<file path="src/keyboard_scancode_decoder_macros.svh">
// Assertion macros for the keyboard scan code decoder.
`ifndef KEYBOARD_SCANCODE_DECODER_MACROS_SVH
`define KEYBOARD_SCANCODE_DECODER_MACROS_SVH

// Same-cycle implication, clocked on clk_i, off during reset.
`define KSD_ASSERT_SAME(lbl, ante, cons) \
  lbl: assert property (@(posedge clk_i) disable iff (!rst_ni) (ante) |-> (cons)) \
    else $error("keyboard decoder check failed");

// Next-cycle implication, clocked on clk_i, off during reset.
`define KSD_ASSERT_NEXT(lbl, ante, cons) \
  lbl: assert property (@(posedge clk_i) disable iff (!rst_ni) (ante) |=> (cons)) \
    else $error("keyboard decoder check failed");

`endif

</file>
<file path="src/ksd_pkg.sv">
// Package: keymap tables, scan code constants and queue types for the keyboard decoder.
`timescale 1ns / 1ps
`default_nettype none
package ksd_pkg;

  localparam int unsigned QUEUE_DEPTH = 32;
  localparam int unsigned QIDX_W      = $clog2(QUEUE_DEPTH);
  localparam int unsigned QCNT_W      = $clog2(QUEUE_DEPTH + 1);

  localparam logic [7:0] LED_CMD = 8'hED;

  // Set-1 scan codes that carry meaning beyond the keymap
  localparam logic [7:0] SC_BACKSPACE = 8'h0E;
  localparam logic [7:0] SC_TAB       = 8'h0F;
  localparam logic [7:0] SC_ENTER     = 8'h1C;
  localparam logic [7:0] SC_LSHIFT    = 8'h2A;
  localparam logic [7:0] SC_RSHIFT    = 8'h36;
  localparam logic [7:0] SC_CAPS      = 8'h3A;
  localparam logic [7:0] SC_NUM       = 8'h45;
  localparam logic [7:0] SC_SCROLL    = 8'h46;
  localparam logic [7:0] SC_LSHIFT_BR = 8'hAA;
  localparam logic [7:0] SC_RSHIFT_BR = 8'hB6;
  localparam logic [7:0] SC_ACK       = 8'hFA;
  localparam logic [7:0] SC_RESEND    = 8'hFE;

  localparam logic [2:0] LED_CAPS   = 3'b100;
  localparam logic [2:0] LED_NUM    = 3'b010;
  localparam logic [2:0] LED_SCROLL = 3'b001;

  localparam logic [6:0] PLAIN_MAP [128] = '{
    7'h00, 7'h00, 7'h31, 7'h32, 7'h33, 7'h34, 7'h35, 7'h36,
    7'h37, 7'h38, 7'h39, 7'h30, 7'h2d, 7'h5e, 7'h00, 7'h00,
    7'h51, 7'h57, 7'h45, 7'h52, 7'h54, 7'h59, 7'h55, 7'h49,
    7'h4f, 7'h50, 7'h40, 7'h5b, 7'h00, 7'h00, 7'h41, 7'h53,
    7'h44, 7'h46, 7'h47, 7'h48, 7'h4a, 7'h4b, 7'h4c, 7'h3b,
    7'h3a, 7'h00, 7'h00, 7'h5d, 7'h5a, 7'h58, 7'h43, 7'h56,
    7'h42, 7'h4e, 7'h4d, 7'h2c, 7'h2e, 7'h2f, 7'h00, 7'h2a,
    7'h00, 7'h20, 7'h00, 7'h00, 7'h00, 7'h00, 7'h00, 7'h00,
    7'h00, 7'h00, 7'h00, 7'h00, 7'h00, 7'h00, 7'h00, 7'h37,
    7'h38, 7'h39, 7'h2d, 7'h34, 7'h35, 7'h36, 7'h2b, 7'h31,
    7'h32, 7'h33, 7'h30, 7'h2e, 7'h00, 7'h00, 7'h00, 7'h00,
    7'h00, 7'h00, 7'h00, 7'h00, 7'h00, 7'h00, 7'h00, 7'h00,
    7'h00, 7'h00, 7'h00, 7'h00, 7'h00, 7'h00, 7'h00, 7'h00,
    7'h00, 7'h00, 7'h00, 7'h00, 7'h00, 7'h00, 7'h00, 7'h00,
    7'h00, 7'h00, 7'h00, 7'h5c, 7'h00, 7'h00, 7'h00, 7'h00,
    7'h00, 7'h00, 7'h00, 7'h00, 7'h00, 7'h5c, 7'h00, 7'h00
  };

  localparam logic [6:0] SHIFT_MAP [128] = '{
    7'h00, 7'h00, 7'h21, 7'h22, 7'h23, 7'h24, 7'h25, 7'h26,
    7'h27, 7'h28, 7'h29, 7'h7e, 7'h3d, 7'h7e, 7'h00, 7'h00,
    7'h51, 7'h57, 7'h45, 7'h52, 7'h54, 7'h59, 7'h55, 7'h49,
    7'h4f, 7'h50, 7'h60, 7'h7b, 7'h00, 7'h00, 7'h41, 7'h53,
    7'h44, 7'h46, 7'h47, 7'h48, 7'h4a, 7'h4b, 7'h4c, 7'h2b,
    7'h2a, 7'h00, 7'h00, 7'h7d, 7'h5a, 7'h58, 7'h43, 7'h56,
    7'h42, 7'h4e, 7'h4d, 7'h3c, 7'h3e, 7'h3f, 7'h00, 7'h2a,
    7'h00, 7'h20, 7'h00, 7'h00, 7'h00, 7'h00, 7'h00, 7'h00,
    7'h00, 7'h00, 7'h00, 7'h00, 7'h00, 7'h00, 7'h00, 7'h37,
    7'h38, 7'h39, 7'h2d, 7'h34, 7'h35, 7'h36, 7'h2b, 7'h31,
    7'h32, 7'h33, 7'h30, 7'h2e, 7'h00, 7'h00, 7'h00, 7'h00,
    7'h00, 7'h00, 7'h00, 7'h00, 7'h00, 7'h00, 7'h00, 7'h00,
    7'h00, 7'h00, 7'h00, 7'h00, 7'h00, 7'h00, 7'h00, 7'h00,
    7'h00, 7'h00, 7'h00, 7'h00, 7'h00, 7'h00, 7'h00, 7'h00,
    7'h00, 7'h00, 7'h00, 7'h5f, 7'h00, 7'h00, 7'h00, 7'h00,
    7'h00, 7'h00, 7'h00, 7'h00, 7'h00, 7'h7c, 7'h00, 7'h00
  };

  // Queue control from the decoder, status back from the queue
  typedef struct packed {
    logic       push_pair;  // enqueue LED_CMD then led_byte
    logic [7:0] led_byte;
    logic       pop;
  } ksd_qctl_t;

  typedef struct packed {
    logic       avail;      // a byte is there to pop, after this cycle's pushes
    logic [7:0] head_byte;
    logic       drop;       // push_pair did not fit completely
  } ksd_qsts_t;

endpackage
`default_nettype wire

</file>
<file path="src/ksd_keymap.sv">
// Scan code to ASCII lookup with shift and caps lock case folding.
`timescale 1ns / 1ps
`default_nettype none
module ksd_keymap
  import ksd_pkg::*;
(
  input  logic [6:0] code_i,
  input  logic       shifted_i,
  input  logic       caps_i,
  output logic [6:0] char_o
);

  logic [6:0] raw;

  assign raw = shifted_i ? SHIFT_MAP[code_i] : PLAIN_MAP[code_i];

  // letters fold to lowercase when caps and shift agree
  always_comb begin
    char_o = raw;
    if (raw >= 7'h41 && raw <= 7'h5a && caps_i == shifted_i) begin
      char_o = raw + 7'h20;
    end
  end

endmodule
`default_nettype wire

</file>
<file path="src/ksd_cmd_queue.sv">
// Keyboard command byte queue: pair push, single pop, same-cycle bypass.
`timescale 1ns / 1ps
`default_nettype none
module ksd_cmd_queue
  import ksd_pkg::*;
(
  input  logic      clk_i,
  input  logic      rst_ni,
  input  ksd_qctl_t ctl_i,
  output ksd_qsts_t sts_o
);

  localparam logic [QCNT_W:0] DEPTH_W = (QCNT_W + 1)'(QUEUE_DEPTH);

  logic [7:0]        mem_q [QUEUE_DEPTH];
  logic [QIDX_W-1:0] head_q, head_d;
  logic [QCNT_W-1:0] count_q, count_d, count_put;
  logic              fit1, fit2;
  logic [QIDX_W-1:0] wr_idx0, wr_idx1;

  function automatic logic [QIDX_W-1:0] wrap_idx(input logic [QCNT_W:0] s);
    logic [QCNT_W:0] r;
    r = (s >= DEPTH_W) ? s - DEPTH_W : s;
    return r[QIDX_W-1:0];
  endfunction

  assign fit1 = count_q < QCNT_W'(QUEUE_DEPTH);
  assign fit2 = count_q < QCNT_W'(QUEUE_DEPTH - 1);

  assign wr_idx0 = wrap_idx((QCNT_W + 1)'(head_q) + (QCNT_W + 1)'(count_q));
  assign wr_idx1 = wrap_idx((QCNT_W + 1)'(head_q) + (QCNT_W + 1)'(count_q) +
                            (QCNT_W + 1)'(1));

  always_comb begin
    count_put = count_q;
    if (ctl_i.push_pair) begin
      count_put = count_q + QCNT_W'(fit1) + QCNT_W'(fit2);
    end
    count_d = count_put - QCNT_W'(ctl_i.pop);
    head_d  = head_q;
    if (ctl_i.pop) begin
      head_d = (head_q == QIDX_W'(QUEUE_DEPTH - 1)) ? '0 : head_q + QIDX_W'(1);
    end
  end

  assign sts_o.avail = count_put != '0;
  assign sts_o.drop  = ctl_i.push_pair && !fit2;
  // empty queue: the head is the command byte pushed this cycle
  assign sts_o.head_byte = (count_q == '0) ? LED_CMD : mem_q[head_q];

  always_ff @(posedge clk_i or negedge rst_ni) begin
    if (!rst_ni) begin
      head_q  <= '0;
      count_q <= QCNT_W'(2);
      for (int i = 0; i < QUEUE_DEPTH; i++) begin
        mem_q[i] <= '0;
      end
      mem_q[0] <= LED_CMD;
    end else begin
      head_q  <= head_d;
      count_q <= count_d;
      if (ctl_i.push_pair && fit1) begin
        mem_q[wr_idx0] <= LED_CMD;
      end
      if (ctl_i.push_pair && fit2) begin
        mem_q[wr_idx1] <= ctl_i.led_byte;
      end
    end
  end

endmodule
`default_nettype wire

</file>
<file path="src/keyboard_scancode_decoder.sv">
// Top level: set-1 scan code decoder with lock LED command queue.
//
//  channel  dir  handshake                      payload
//  s_axis   in   s_axis_tvalid / s_axis_tready  tdata: scan_code, tuser: cmd
//  m_axis   out  m_axis_tvalid / m_axis_tready  tdata: decoded result word
//  cfg      in   cfg_valid_i / cfg_ready_o      cfg_data_i: initial LED bits
//
// One request per cycle while m_axis_tready is high; input register, then
// result register, with the whole decode and state update in between.
// The input register frees as its request moves on, so a stalled result only
// stops intake once both registers are full.
// Reset: shift, focus and wait flag clear, LED bits zero, queue preloaded
// with the LED command byte and the LED bits.
// cfg_ready_o is always high; a write loads the LED state only.
`timescale 1ns / 1ps
`default_nettype none
`include "keyboard_scancode_decoder_macros.svh"
module keyboard_scancode_decoder
  import ksd_pkg::*;
(
  input  logic        clk_i,
  input  logic        rst_ni,
  // request in
  input  logic        s_axis_tvalid,
  output logic        s_axis_tready,
  input  logic [7:0]  s_axis_tdata,   // [7:0] scan_code
  input  logic        s_axis_tuser,   // [0] cmd: 1 = poll only
  // result out
  output logic        m_axis_tvalid,
  input  logic        m_axis_tready,
  // [0] char_valid, [7:1] char_code, [8] backspace_key, [9] enter_key,
  // [10] focus_console, [11] focus_changed, [12] tx_valid, [20:13] tx_byte,
  // [23:21] led_bits, [24] queue_overflow, [31:25] zero
  output logic [31:0] m_axis_tdata,
  // LED register write
  input  logic        cfg_valid_i,
  output logic        cfg_ready_o,
  input  logic [2:0]  cfg_data_i
);

  // input register
  logic       in_valid_q;
  logic [7:0] in_code_q;
  logic       in_poll_q;

  // result register
  logic        out_valid_q, out_valid_d;
  logic [31:0] out_data_q, out_data_d;

  // decoder state
  logic [1:0] shift_q, shift_d;
  logic [2:0] led_q, led_d;
  logic       focus_q, focus_d;
  logic       ack_q, ack_d;
  logic [7:0] pending_q, pending_d;

  logic       fire;
  logic       key;
  logic [6:0] map_char, ch;
  logic       bs, enter, fchg, resend, ack_mid, txv, ovf;
  logic [7:0] txb;
  logic [2:0] led_toggle;

  ksd_qctl_t qctl;
  ksd_qsts_t qsts;

  // request moves from input register to result register
  assign fire          = in_valid_q && (!out_valid_q || m_axis_tready);
  assign s_axis_tready = !in_valid_q || fire;
  assign m_axis_tvalid = out_valid_q;
  assign m_axis_tdata  = out_data_q;
  assign cfg_ready_o   = 1'b1;

  assign key = !in_poll_q;

  ksd_keymap u_keymap (
    .code_i    (in_code_q[6:0]),
    .shifted_i (shift_q != 2'b00),
    .caps_i    (led_q[2]),
    .char_o    (map_char)
  );

  ksd_cmd_queue u_queue (
    .clk_i  (clk_i),
    .rst_ni (rst_ni),
    .ctl_i  (qctl),
    .sts_o  (qsts)
  );

  always_comb begin
    ch    = (key && !in_code_q[7]) ? map_char : 7'h00;
    bs    = key && in_code_q == SC_BACKSPACE;
    enter = key && in_code_q == SC_ENTER && focus_q;
    fchg  = key && in_code_q == SC_TAB;

    focus_d = fire ? focus_q ^ fchg : focus_q;

    shift_d = shift_q;
    if (fire && key) begin
      unique case (in_code_q)
        SC_LSHIFT:    shift_d = shift_q | 2'b01;
        SC_RSHIFT:    shift_d = shift_q | 2'b10;
        SC_LSHIFT_BR: shift_d = shift_q & 2'b10;
        SC_RSHIFT_BR: shift_d = shift_q & 2'b01;
        default:      shift_d = shift_q;
      endcase
    end

    led_toggle = 3'b000;
    if (key) begin
      unique case (in_code_q)
        SC_CAPS:   led_toggle = LED_CAPS;
        SC_NUM:    led_toggle = LED_NUM;
        SC_SCROLL: led_toggle = LED_SCROLL;
        default:   led_toggle = 3'b000;
      endcase
    end
    led_d = led_q ^ led_toggle;

    qctl.push_pair = fire && led_toggle != 3'b000;
    qctl.led_byte  = {5'b00000, led_d};
    ovf            = qctl.push_pair && qsts.drop;

    // acknowledge clears the wait first, so the next byte may go out now
    ack_mid   = (key && in_code_q == SC_ACK) ? 1'b0 : ack_q;
    resend    = key && in_code_q == SC_RESEND && ack_q;
    qctl.pop  = fire && !ack_mid && qsts.avail;
    ack_d     = fire ? (ack_mid || qctl.pop) : ack_q;
    pending_d = qctl.pop ? qsts.head_byte : pending_q;

    txv = resend || qctl.pop;
    txb = 8'h00;
    if (qctl.pop) begin
      txb = qsts.head_byte;
    end else if (resend) begin
      txb = pending_q;
    end

    out_data_d = {7'b0000000, ovf, led_d, txb, txv, fchg, focus_q ^ fchg,
                  enter, bs, ch, ch != 7'h00};
    out_valid_d = fire ? 1'b1 : (m_axis_tready ? 1'b0 : out_valid_q);
  end

  always_ff @(posedge clk_i or negedge rst_ni) begin
    if (!rst_ni) begin
      in_valid_q  <= 1'b0;
      out_valid_q <= 1'b0;
      shift_q     <= 2'b00;
      led_q       <= 3'b000;
      focus_q     <= 1'b0;
      ack_q       <= 1'b0;
      pending_q   <= 8'h00;
    end else begin
      if (s_axis_tready) begin
        in_valid_q <= s_axis_tvalid;
      end
      out_valid_q <= out_valid_d;
      shift_q     <= shift_d;
      focus_q     <= focus_d;
      ack_q       <= ack_d;
      pending_q   <= pending_d;
      if (cfg_valid_i) begin
        led_q <= cfg_data_i;
      end else if (fire) begin
        led_q <= led_d;
      end
    end
  end

  // payload registers, no reset
  always_ff @(posedge clk_i) begin
    if (s_axis_tvalid && s_axis_tready) begin
      in_code_q <= s_axis_tdata;
      in_poll_q <= s_axis_tuser;
    end
    if (fire) begin
      out_data_q <= out_data_d;
    end
  end

  // any byte sent leaves an acknowledge outstanding
  `KSD_ASSERT_NEXT(a_tx_sets_wait, fire && txv, ack_q)
  // intake stops only with both registers full and the output stalled
  `KSD_ASSERT_SAME(a_stall_only_when_full, !s_axis_tready,
                   in_valid_q && out_valid_q && !m_axis_tready)
  // TAB flips focus
  `KSD_ASSERT_NEXT(a_tab_flips_focus, fire && fchg, focus_q != $past(focus_q))

endmodule
`default_nettype wire
</file>
<file path="config.mk">
export PLATFORM = sky130hd
export DESIGN_NAME = keyboard_scancode_decoder
export DESIGN_NICKNAME = d
export VERILOG_FILES = /design/src/ksd_pkg.sv /design/src/ksd_keymap.sv /design/src/ksd_cmd_queue.sv /design/src/keyboard_scancode_decoder.sv
export VERILOG_INCLUDE_DIRS = /design/src /design/src/src
export SDC_FILE = /design/constraint.sdc
export NUM_CORES = 1
export LEC_CHECK = 0
export BUFFER_PORTS_ARGS = -buffer_cell sky130_fd_sc_hd__buf_2
export CAP_MARGIN = 20
export CELL_PAD_IN_SITES_DETAIL_PLACEMENT = 0
export CELL_PAD_IN_SITES_GLOBAL_PLACEMENT = 1
export CORE_ASPECT_RATIO = 2
export CORE_UTILIZATION = 35
export CTS_CLUSTER_DIAMETER = 120
export DETAILED_ROUTE_END_ITERATION = 8
export PLACE_DENSITY = 0.68
export RECOVER_POWER = 100
export SLEW_MARGIN = 30
export SYNTH_ARGS = -nofsm -noshare
export SYNTH_HDL_FRONTEND = slang
export SYNTH_HIERARCHICAL = 1
export SYNTH_SLANG_ARGS = --single-unit
</file>
<file path="constraint.sdc">
create_clock -name clk_i -period 4.6 [get_ports clk_i]
set_input_delay 0.69 -clock clk_i [delete_from_list [all_inputs] [get_ports clk_i]]
set_output_delay 0.69 -clock clk_i [all_outputs]
set_load 0.05 [all_outputs]
</file>
==> results of run 1 <==
-- layer usage --
layer | share of wire | track usage | vias up
met2 | 0.56 | 0.459 | 476
met4 | 0.082 | 0.180 | 0
met3 | 0.034 | 0.0261 | 213
li1 | - | - | 5556
met1 | 0.33 | 0.231 | 6483
met5 | 0 | 0 | -
-- where the power goes --
| group | leakage (uW) | switching (uW) | internal [uW] | total, uW |
|---|---|---|---|---|
| Sequential | 0.00414 | 200 | 3060 | 3260 |
| Combinational | 0.00366 | 2250 | 967 | 3220 |
| Clock | 0.000507 | 1140 | 1530 | 2670 |
| Total | 0.00830 | 3590 | 5560 | 9140 |
-- cell usage after synthesis, drive strengths merged (8+ instances only) --
cell type and number:
dfrtp 277, a2bb2oi 98, nand2 81, a21oi 80, mux2i 76, o21ai 75, nor2 71, mux4 67
clkbuf 56, buf 48, inv 48, o22a 48, edfxtp 34, mux2 24, ha 22, o22ai 21
nand2b 20, nand3 20, a22o 18, and2 16, o211ai 15, a21boi 14, nor2b 12, xor2 12
a211oi 11, a31oi 11, nor3 10, xnor2 10, nand3b 9, and3 8, nand4 8, nor4 8
-- stage by stage --
step / hold slack [ps] / instance area, um^2 / util
finish: 282 / 18900 / 0.397
detailed placement: 475 / 18100 / 0.379
global route: 264 / 18900 / 0.397
floorplan: 394 / 17000 / -
global placement: 464 / 18100 / 0.379
CTS: 146 / 19100 / 0.401
-- flip-flops by register name, indices dropped and copies added, names as in the netlist --
register and count:
pending_q 8, u_queue/head_q 5, in_poll_q 1, in_code_q 8
ack_q 1, led_q 3, in_valid_q 1, u_queue/count_q 6
shift_q 2, focus_q 1, u_queue/mem_q 256, m_axis_tvalid 1
m_axis_tdata 25
-- layout by cell type, fill, tap and decap left out, types with 47 or more instances in the layout --
cell type | synthesis | routed
a21oi_1 | 73 | 76
a2bb2oi_1 | 98 | 98
clkbuf_1 | 55 | 49
dfrtp_1 | 277 | 274
inv_1 | 46 | 47
mux2i_1 | 76 | 76
mux4_2 | 67 | 67
nand2_1 | 80 | 81
nor2_1 | 61 | 67
o21ai_0 | 61 | 68
o22a_1 | 48 | 48
-- cells by family (layout without fill, tap and decap cells) --
| group | count (synthesis) | count (layout) | synth area share |
|---|---|---|---|
| compound gates | 450 | 450 | 0.198 |
| xor+xnor | 22 | 22 | 0.0129 |
| fa+ha+maj | 24 | 24 | 0.0186 |
| buf+inv | 155 | 210 | 0.0404 |
| flops | 318 | 318 | 0.480 |
| mux | 167 | 167 | 0.150 |
| other cells | 2 | 25 | 0.000443 |
| simple gates | 303 | 303 | 0.0999 |
-- worst max path at each step --
stage | slack (ps) | end | from
floorplan | 430 | m_axis_tdata[0] | in_code_q[0]
global placement | 590 | m_axis_tdata[0] | in_code_q[0]
detailed placement | 580 | u_queue/count_q[5] | in_code_q[4]
CTS | 570 | u_queue/count_q[5] | in_code_q[4]
global route | 120 | u_queue/head_q[3] | in_code_q[4]
finish | 300 | m_axis_tdata[0] | in_code_q[0]
-- area by class of cell --
cell class	count	share of cell area
tap	632	0.0418
multi-input combinational	991	0.429
inverter	51	0.0101
clock inverter	16	0.0110
clock buffer	40	0.0449
sequential	318	0.430
timing repair buffer	103	0.0325
==> impl_metrics.py, run 1 <==
metrics = {
    "sta": {
        "skew_ps": 27.1,
        "slew_viol_final": 134,
        "worst_slew_pin_slew_ps": 2480,
        "setup_tns_ps": 0,
        "hold_viol": 0,
        "rsz0062_at_grt": "no",
        "fin_ws_ps": 296,
        "min_period_ps": 4300,
        "max_slew_margin": -0.651,
        "max_freq_mhz": 232,
        "min_period_over_period": 0.936,
        "final-setup-viol-count": 0,
    },
    "grt": {
        "grt_pass1_wl_mm": 86.6,
        "grt_use_total": 0.241,
        "grt_pass1_vias": 13500,
        "antenna_found_initial": 0,
        "grt_max_degree": 94,
        "grt_overflow": 0,
    },
    "die": {
        "start_util": 0.356,
        "die_h_um": 313,
        "coreArea_um2": 47600,
        "io_pins": 52,
        "die_w_um": 158,
        "dieArea_um2": 49300,
        "placementRows": 113,
    },
    "route": {
        "antenna_left": 0,
        "drc": 0,
        "first_pass_iters": 6,
        "drt_iter0_markers": 868,
        "avgRoutedWirePerCell_um": 26.8,
        "drt_wl_total_mm": 57.6,
        "viasPerCell": 5.92,
        "dr_total_vias": 12700,
    },
    "layout": {
        "nets": 1536,
        "fillCellCount": 4606,
        "final_cells": 2151,
        "seqCellArea_um2": 8140,
        "multi_input_area_um2": 8130,
        "syn2layout_area_growth_pct": 11.7,
        "drive_above_1_share": 0.163,
        "diodes": 0,
    },
    "power": {
        "p_total_uw": 9140,
        "ir_drop_uv": 500,
        "p_leak_uw": 0.00830,
        "power_density_nw_per_um2": 483,
    },
    "clocking": {
        "cts_tree": "yes",
        "numCtsBuffers": 30,
        "clk_pin_slew_worst_paths_ps": 70,
        "clk_path_buf_depth": 3,
        "cts_setup_buffers": 0,
        "clock_sinks": 318,
        "cts_hold_buffers": 0,
        "clock_latency_ps": 590,
        "cts-htree-levels": 1,
        "ctsResizeCount": 0,
        "clock-root-buffer": "clkbuf_16",
    },
    "critical_path": {
        "slowest_stage": "o21ai_0",
        "crit_fanout": 7,
        "crit_family": "compound AO/OA/AOI/OAI gates",
        "reg2reg_slack_ps": 300,
        "critPathBufInv": 3,
        "crit_path_frequent_cell": "buf_4",
        "cp-start-kind": "flop",
        "crit_arrival_ps": 4620,
        "crit_chain": "buf_4, ha_1, and3_1, a221oi_1, buf_4, o21ai_0, a221o_1, clkbuf_1, nand4_1, or4_1, a211oi_1, mux2_1, nor4_1, a21boi_0",
        "end_kind": "flop",
        "rr_worst_depth": 14,
        "r2r_end": "m_axis_tdata[0]",
        "crit_type": "reg -> reg",
        "cp_data_required_time_ps": 4920,
        "rr_startpoint": "in_code_q[0]",
        "cp.depth": 14,
        "cp_slowest_stage_delay_ps": 570,
    },
    "logic_synthesis": {
        "ys_ff_latch": 318,
        "netlist.area_leader.share": 0.409,
        "syn_area_um2": 16900,
        "ys_top_cells_by_area": "dfrtp_1 41%, mux4_2 8.9%, edfxtp_1 6.0%, a2bb2oi_1 5.1%, mux2i_1 4.5%",
        "postSynthAreaPerCell_um2": 11.8,
        "synth_top_cell_by_area": "dfrtp_1",
        "synth_edf_count": 34,
        "synthDistinctLibCells": 101,
        "syn_inst": 1441,
        "yosys_warnings": 6,
        "async_flop_share": 0.893,
        "ys.flop_type": "dfrtp_1",
        "ys_seq_area_frac": 0.480,
    },
    "run_status": {
        "outcome": "finished with violations",
        "violations": "capacitance limit, slew limit",
    },
    "job": {
        "maxCapViolCount": 3,
    },
    "place": {
        "placed_cells": 2095,
        "hpwlAfterDp_mm": 42.7,
        "place_ws_ps": 580,
        "numPortBuffers": 43,
        "place_congestion": 0.955,
    },
    "worst_hold_path": {
        "hold_path.class": "in -> reg",
        "hold_end": "in_code_q[3]",
        "hold_start": "s_axis_tdata[3]",
        "holdPathStages": 1,
    },
}
(Power assumes the default switching activity.)
==> run 2: changes to the inputs <==
Settings changed: CELL_PAD_IN_SITES_DETAIL_PLACEMENT 0 to not set, CELL_PAD_IN_SITES_GLOBAL_PLACEMENT 1 to not set, CTS_CLUSTER_SIZE set to 40, PLACE_DENSITY 0.68 to 0.6.
==> impl_metrics.py, run 2 (same netlist as run 1, synthesis figures left out) <==
metrics = {
    "clocking": {
        "clk_path_buf_depth": 3,
        "clock-root-buffer": "clkbuf_16",
        "clk_pin_slew_worst_paths_ps": 150,
        "cts_tree": "yes",
        "cts-htree-levels": 1,
        "cts_setup_buffers": 0,
        "cts_hold_buffers": 0,
        "clock_latency_ps": 540,
        "clock_sinks": 318,
        "ctsResizeCount": 0,
        "numCtsBuffers": 11,
    },
    "sta": {
        "max_slew_margin": -0.694,
        "rsz0062_at_grt": "no",
        "skew_ps": 29.4,
        "slew_viol_final": 161,
        "setup_tns_ps": 0,
        "min_period_over_period": 0.941,
        "worst_slew_pin_slew_ps": 2540,
        "hold_viol": 0,
        "holdWs_ps": 314,
        "max_freq_mhz": 231,
        "min_period_ps": 4330,
        "final-setup-viol-count": 0,
    },
    "critical_path": {
        "crit_arrival_ps": 4780,
        "cp_data_required_time_ps": 5050,
        "crit_fanout": 16,
        "end_kind": "flop",
        "cp-start-kind": "flop",
        "slowest_stage": "edfxtp_1",
        "crit_type": "reg -> reg",
        "reg2reg_slack_ps": 270,
        "crit_chain": "clkbuf_1, and3b_1, or4b_1, a21oi_4, nor3b_1, o2111ai_1, o21a_1, nor2_2, a2bb2oi_1",
        "r2r_end": "u_queue/mem_q[19]",
        "rr_worst_depth": 9,
        "rr_startpoint": "in_code_q[3]",
        "cp_slowest_stage_delay_ps": 750,
    },
    "route": {
        "antenna_left": 0,
        "first_pass_iters": 6,
        "viasPerCell": 6.00,
        "wl_met2_mm": 30.6,
        "drt_wl_total_mm": 56.1,
        "drt_iter0_markers": 878,
        "dr_total_vias": 12600,
        "top_layer": "met4",
        "avgRoutedWirePerCell_um": 26.8,
        "wl_met3_mm": 1.87,
        "drc": 0,
        "drt-met1-wl_mm": 18.7,
    },
    "grt": {
        "antenna_found_initial": 0,
        "grt_pass1_wl_mm": 84.4,
        "grt_overflow": 0,
        "grt_pass1_vias": 13300,
        "grt_use_total": 0.233,
        "grt_max_degree": 94,
    },
    "layout": {
        "largest_register_ffs": 256,
        "final_area_um2": 18100,
        "syn2layout_area_growth_pct": 6.93,
        "drive_above_1_share": 0.143,
        "regMostFlops": "u_queue/mem_q",
        "layout_common_cells": "274 x dfrtp_1, 98 x a2bb2oi_1, 80 x nand2_1",
        "fillCellCount": 4668,
        "nets": 1505,
        "layout_commonest_cell": "dfrtp_1",
        "diodes": 0,
    },
    "worst_hold_path": {
        "hold_path.class": "in -> reg",
        "holdPathStages": 1,
        "hold_end": "in_poll_q",
        "hold_start": "s_axis_tuser",
    },
    "power": {
        "power_density_nw_per_um2": 433,
        "ir_drop_uv": 571,
        "p_total_uw": 7850,
        "p_leak_uw": 0.00791,
    },
    "die": {
        "io_pins": 52,
        "die_w_um": 158,
        "dieArea_um2": 49300,
        "start_util": 0.356,
        "die_h_um": 313,
        "coreArea_um2": 47600,
        "placementRows": 113,
    },
    "run_status": {
        "outcome": "finished with violations",
        "violations": "capacitance limit, slew limit",
    },
    "place": {
        "place_congestion": 0.961,
        "hpwlAfterDp_mm": 41.6,
        "numPortBuffers": 43,
        "dpl_cell_area_um2": 18000,
    },
    "job": {
        "maxCapViolCount": 2,
    },
}
[run 2: cell types whose count changed in the layout (fill, tap and decap cells not counted), sizes merged]
cell | before | now
clkbuf | 88 | 61
inv | 49 | 48
clkinv | 10 | 3
clkinvlp | 4 | 0
buf | 55 | 45
bufinv | 4 | 0
[run 2: worst max-delay path by stage]
stage	from	to	cells past startpoint
CTS	in_code_q[0]	m_axis_tdata[0]	12
global route	in_code_q[3]	u_queue/mem_q[180]	8
floorplan	in_code_q[0]	m_axis_tdata[0]	13
global placement	in_code_q[0]	m_axis_tdata[0]	12
detailed placement	in_code_q[0]	m_axis_tdata[0]	12
finish	in_code_q[3]	u_queue/mem_q[19]	9
[run 2: worst max-delay path: cells and delay by family, from the launching register on]
kind            cells  cell delay [ps]
compound gates      4             1790
flops               1              750
simple gates        4             1510
buf+inv             1              190
[run 2: where the power goes]
| part | switching, uW | internal, uW | leakage [uW] |
|---|---|---|---|
| clock | 863 | 467 | 0.000146 |
| combinational | 2280 | 975 | 0.00362 |
| sequential | 211 | 3050 | 0.00414 |
| total | 3350 | 4500 | 0.00791 |
[run 2: area by class of cell]
type	instances	area [um^2]	share of cell area
multi-input combinational	991	8150	0.450
sequential	318	8140	0.450
tap	632	791	0.0437
timing repair buffer	91	541	0.0298
clock buffer	15	300	0.0166
inverter	51	191	0.0106
[run 2: layer usage]
| layer | vias to the layer above | GRT usage |
|---|---|---|
| li1 | 5475 | - |
| met1 | 6461 | 0.230 |
| met2 | 437 | 0.439 |
| met3 | 214 | 0.0159 |
| met4 | 0 | 0.184 |
| met5 | - | 0 |
[run 2: stage by stage]
| stage | utilization | setup slack [ps] | instances |
|---|---|---|---|
| after floorplan | - | 432 | 1464 |
| after global placement | 0.378 | 448 | 2083 |
| after detailed placement | 0.378 | 484 | 2083 |
| after CTS | 0.384 | 468 | 2098 |
| after global routing | 0.380 | 77.9 | 2098 |
| final | 0.380 | 272 | 2098 |
